$ cat src/hw/rtl/smau_store.sv
// Matrix element store: one write port, one registered read port.
// Per-entry written flags make never-written entries read as zero. No dependencies.
`timescale 1ns / 1ps
module smau_store #(
	parameter int DEPTH = 64,
	parameter int AW = 6
) (
	input  logic          clk,
	input  logic          arst_n,
	input  logic          wr_en,
	input  logic [AW-1:0] wr_addr,
	input  logic [31:0]   wr_data,
	input  logic          rd_en,
	input  logic [AW-1:0] rd_addr,
	output logic [31:0]   rd_data
);
	logic [31:0]      mem [DEPTH];
	logic [DEPTH-1:0] written_q;
	logic [31:0]      data_q;
	logic             hit_q;

	always_ff @(posedge clk) begin
		if (wr_en) begin
			mem[wr_addr] <= wr_data;
		end
		if (rd_en) begin
			data_q <= mem[rd_addr];
		end
	end

	always_ff @(posedge clk or negedge arst_n) begin
		if (!arst_n) begin
			written_q <= '0;
			hit_q <= 1'b0;
		end else begin
			if (wr_en) begin
				written_q[wr_addr] <= 1'b1;
			end
			if (rd_en) begin
				hit_q <= written_q[rd_addr];
			end
		end
	end

	assign rd_data = hit_q ? data_q : 32'd0;
endmodule

$ cat config.mk
export PLATFORM = sky130hd
export DESIGN_NAME = smau_store
export DESIGN_NICKNAME = d
export VERILOG_FILES = /design/src/hw/rtl/smau_store.sv
export SDC_FILE = /design/constraint.sdc
export NUM_CORES = 2
export LEC_CHECK = 0
export ABC_CLOCK_PERIOD_IN_PS = 2550
export BUFFER_PORTS_ARGS = -buffer_cell sky130_fd_sc_hd__buf_2
export CORE_ASPECT_RATIO = 0.7
export CORE_MARGIN = 5
export CORE_UTILIZATION = 40
export CTS_CLUSTER_SIZE = 24
export DETAILED_ROUTE_END_ITERATION = 16
export GPL_TIMING_DRIVEN = 1
export PLACE_DENSITY = 0.58
export SLEW_MARGIN = 5
export SYNTH_ARGS = -nofsm -noshare
export SYNTH_HDL_FRONTEND = slang
export SYNTH_SLANG_ARGS = --single-unit
$ cat constraint.sdc
create_clock -name clk -period 2.55 [get_ports clk]
set_input_delay 0.255 -clock clk [delete_from_list [all_inputs] [get_ports clk]]
set_output_delay 0.255 -clock clk [all_outputs]
set_load 0.03 [all_outputs]
==> flow_metrics.tcl <==
set metrics [dict create \
    status "finished, final reports clean" \
    required_ns 2.30 \
    grt-ovfl-total 0 \
    synth_compound_gate_area_share_pct 0.745 \
    htreeDepth 4 \
    async_flop_share_pct 3.03 \
    layout.nets 3830 \
    tns_ns 0 \
    synth_xor_xnor_area_share_pct 0 \
    io_pins 80 \
    maxSlewViolCount 0 \
    grt_start_max_net_pins 66 \
    vdd_drop_max_uv 614 \
    cts_tree "yes" \
    critPathArrivalTime_ns 2.17 \
    dr.first_iter.drc_count 4982 \
    place_congestion 0.769 \
    syn_area_per_cell_um2 24.5 \
    holdPathStages 1 \
    clk_latency_ns 0.83 \
    synth_area_um2 81600 \
    wl_mm 216 \
    die-area_um2 213000 \
    worstSetupStartpointType "flip-flop" \
    cts_buffers 197 \
    grt_pass1_vias 38700 \
    synth_ff_type "edfxtp_1" \
    layout_commonest_cell "edfxtp_1" \
    muxShareOfSynthArea_pct 18.1 \
    p_leak_uw 0.0302 \
    hold_start "wr_data[26]" \
    path_cells "buf_6 -> and2_2 -> buf_2" \
    skew_ns 0.0397 \
    die_h_um 388 \
    final_cell_mix "edfxtp_1 (2,080), mux4_2 (641), buf_4 (205)" \
    area_delta_synth_final_pct 17.0 \
    portBuffers 79 \
    drt-vias-per-instance 5.73 \
    rsz0062_at_grt "false" \
    synth_edf_count 2080 \
    grt_pass1_wl_mm 303 \
    max-slew-margin-rel_pct 23.9 \
    ys_seq_area_share_pct 78.5 \
    ant_nets 0 \
    reg2reg_from "mem[61][9]" \
    maxCapViolations 0 \
    cp_max_fo 23 \
    num_vias 38300 \
    wl_per_cell_um 32.3 \
    power.density_nw_per_um2 758 \
    hold_end "mem[11][26]" \
    core-area_um2 203000 \
    period_needed_ns 2.42 \
    tightest_slew_ns 1.14 \
    dr.pass1.iters 5 \
    r2r_slack_ns 0.24 \
    initial_core_util_pct 40.3 \
    crit_type "reg -> out" \
    synth_top_family_by_area "multiplexers" \
    drive_above_1_share_pct 37.2 \
    die_x_um 550 \
    ys.warnings.count 0 \
    fmax_mhz 413 \
    antenna_found_initial 27 \
    cts.clk_slew.worst_paths_ns 0.06 \
    nFillCells 16300 \
    drcViolationCount 0 \
    row_count 138 \
    grt_use_total_pct 20.2 \
    cp_slowest_cell "dfrtp_2" \
    reg2reg_to "data_q[9]" \
    syn_nets 3383 \
    syn_inst 3335 \
    dp_hpwl_mm 119 \
    synth_cell_types 32 \
    endpoint_kind "primary output" \
    synth-seq-cells 2145 \
    hold_viol 0 \
    fin_crit_sh_pct 94.9 \
    whs_ns 0.0457 \
    critPathMaxStageDelay_ns 0.55 \
    cts_buffer_depth 4 \
    reg2reg_depth 4 \
    cts.sinks 2145 \
    hp-class "in -> reg" \
    synth-adder-area-share_pct 0 \
    setup_viol 0 \
    synthSimpleGateAreaFrac_pct 1.56 \
    cts_root_buf "clkbuf_16" \
    cp-startpoint "hit_q" \
]
## worst max-delay path, delay by kind of cell, from the launching register on
family	cells	cell delay (ns)
AND/OR/NAND/NOR	1	0.26
flip-flops	1	0.55
buffers and inverters	2	0.49
## logic make-up after synthesis
kind of cell,Yosys count
flops,2145
mux,677
simple gates,252
buf+inv,178
compound gates,83
## through the flow
stage	cells	utilization, %	total power [uW]	setup slack (ns)	area (um^2)
3_5_place_dp	6301	44.0	44500	-0.890	89200
4_1_cts	6664	47.1	72900	0.0377	95500
6_report	6674	47.1	72400	0.129	95500
3_3_place_gp	6301	44.0	44400	-0.886	89200
5_1_grt	6667	47.1	74800	0.0486	95500
2_1_floorplan	3335	-	42300	-0.334	81700
## report_power, final
| group | internal [uW] | total (uW) | switching [uW] |
|---|---|---|---|
| Clock | 15900 | 28700 | 12800 |
| Combinational | 1920 | 4360 | 2440 |
| Sequential | 39100 | 39300 | 208 |
| Total | 56900 | 72400 | 15500 |
## cells in the mapped netlist (8+ instances only)
library cell | number | area, um^2
buf_1 | 8 | 30.0
nand3_1 | 10 | 50.1
clkbuf_1 | 79 | 297
buf_2 | 68 | 340
and2_1 | 34 | 213
dfrtp_1 | 65 | 1630
mux4_2 | 641 | 14400
nor2_1 | 77 | 289
a211oi_1 | 11 | 82.6
a22oi_1 | 52 | 390
mux2i_1 | 33 | 330
or2_2 | 65 | 407
nand2_1 | 41 | 154
nor2b_1 | 12 | 75.1
edfxtp_1 | 2080 | 62500
buf_4 | 16 | 120
## registers in the layout, summed over array words and instances, names as in the netlist
name       flops
mem         2048
hit_q          1
data_q        32
written_q     64
## area by class of cell
type / instances / area, um^2 / area share, %
clock inverter: 106 / 880 / 0.921
inverter: 3 / 11.3 / 0.0118
multi-input combinational: 1012 / 17200 / 18.0
timing repair buffer: 423 / 4640 / 4.86
tap: 2730 / 3420 / 3.58
sequential: 2145 / 64100 / 67.1
clock buffer: 245 / 5240 / 5.48
antenna: 10 / 25.0 / 0.0262
## layer usage
metal	GRT usage [%]	routed length [um]	vias to the layer above
met2	29.9	97600	1827
met4	4.79	5180	2
met1	29.5	90300	20900
met5	0	13	-
met3	5.97	22600	295
li1	-	-	15300
## worst max-delay path by stage
| stage | to | slack, ns | cells past startpoint |
|---|---|---|---|
| 3_3_place_gp | data_q[9] | -0.89 | 7 |
| 5_1_grt | rd_data[2] | 0.05 | 3 |
| 4_1_cts | rd_data[2] | 0.04 | 3 |
| 3_5_place_dp | data_q[9] | -0.89 | 7 |
| 6_report | rd_data[2] | 0.13 | 3 |
| 2_1_floorplan | mem[10][0] | -0.33 | 4 |
## what timing repair did
action,4_1_cts,5_1_grt
hold buffers,12,0
gates resized for setup,4,2
setup endpoints to repair,24,2
buffers inserted,0,0
endpoints found under the hold margin,317,0
No activity file was read; power rests on OpenSTA's default activity.
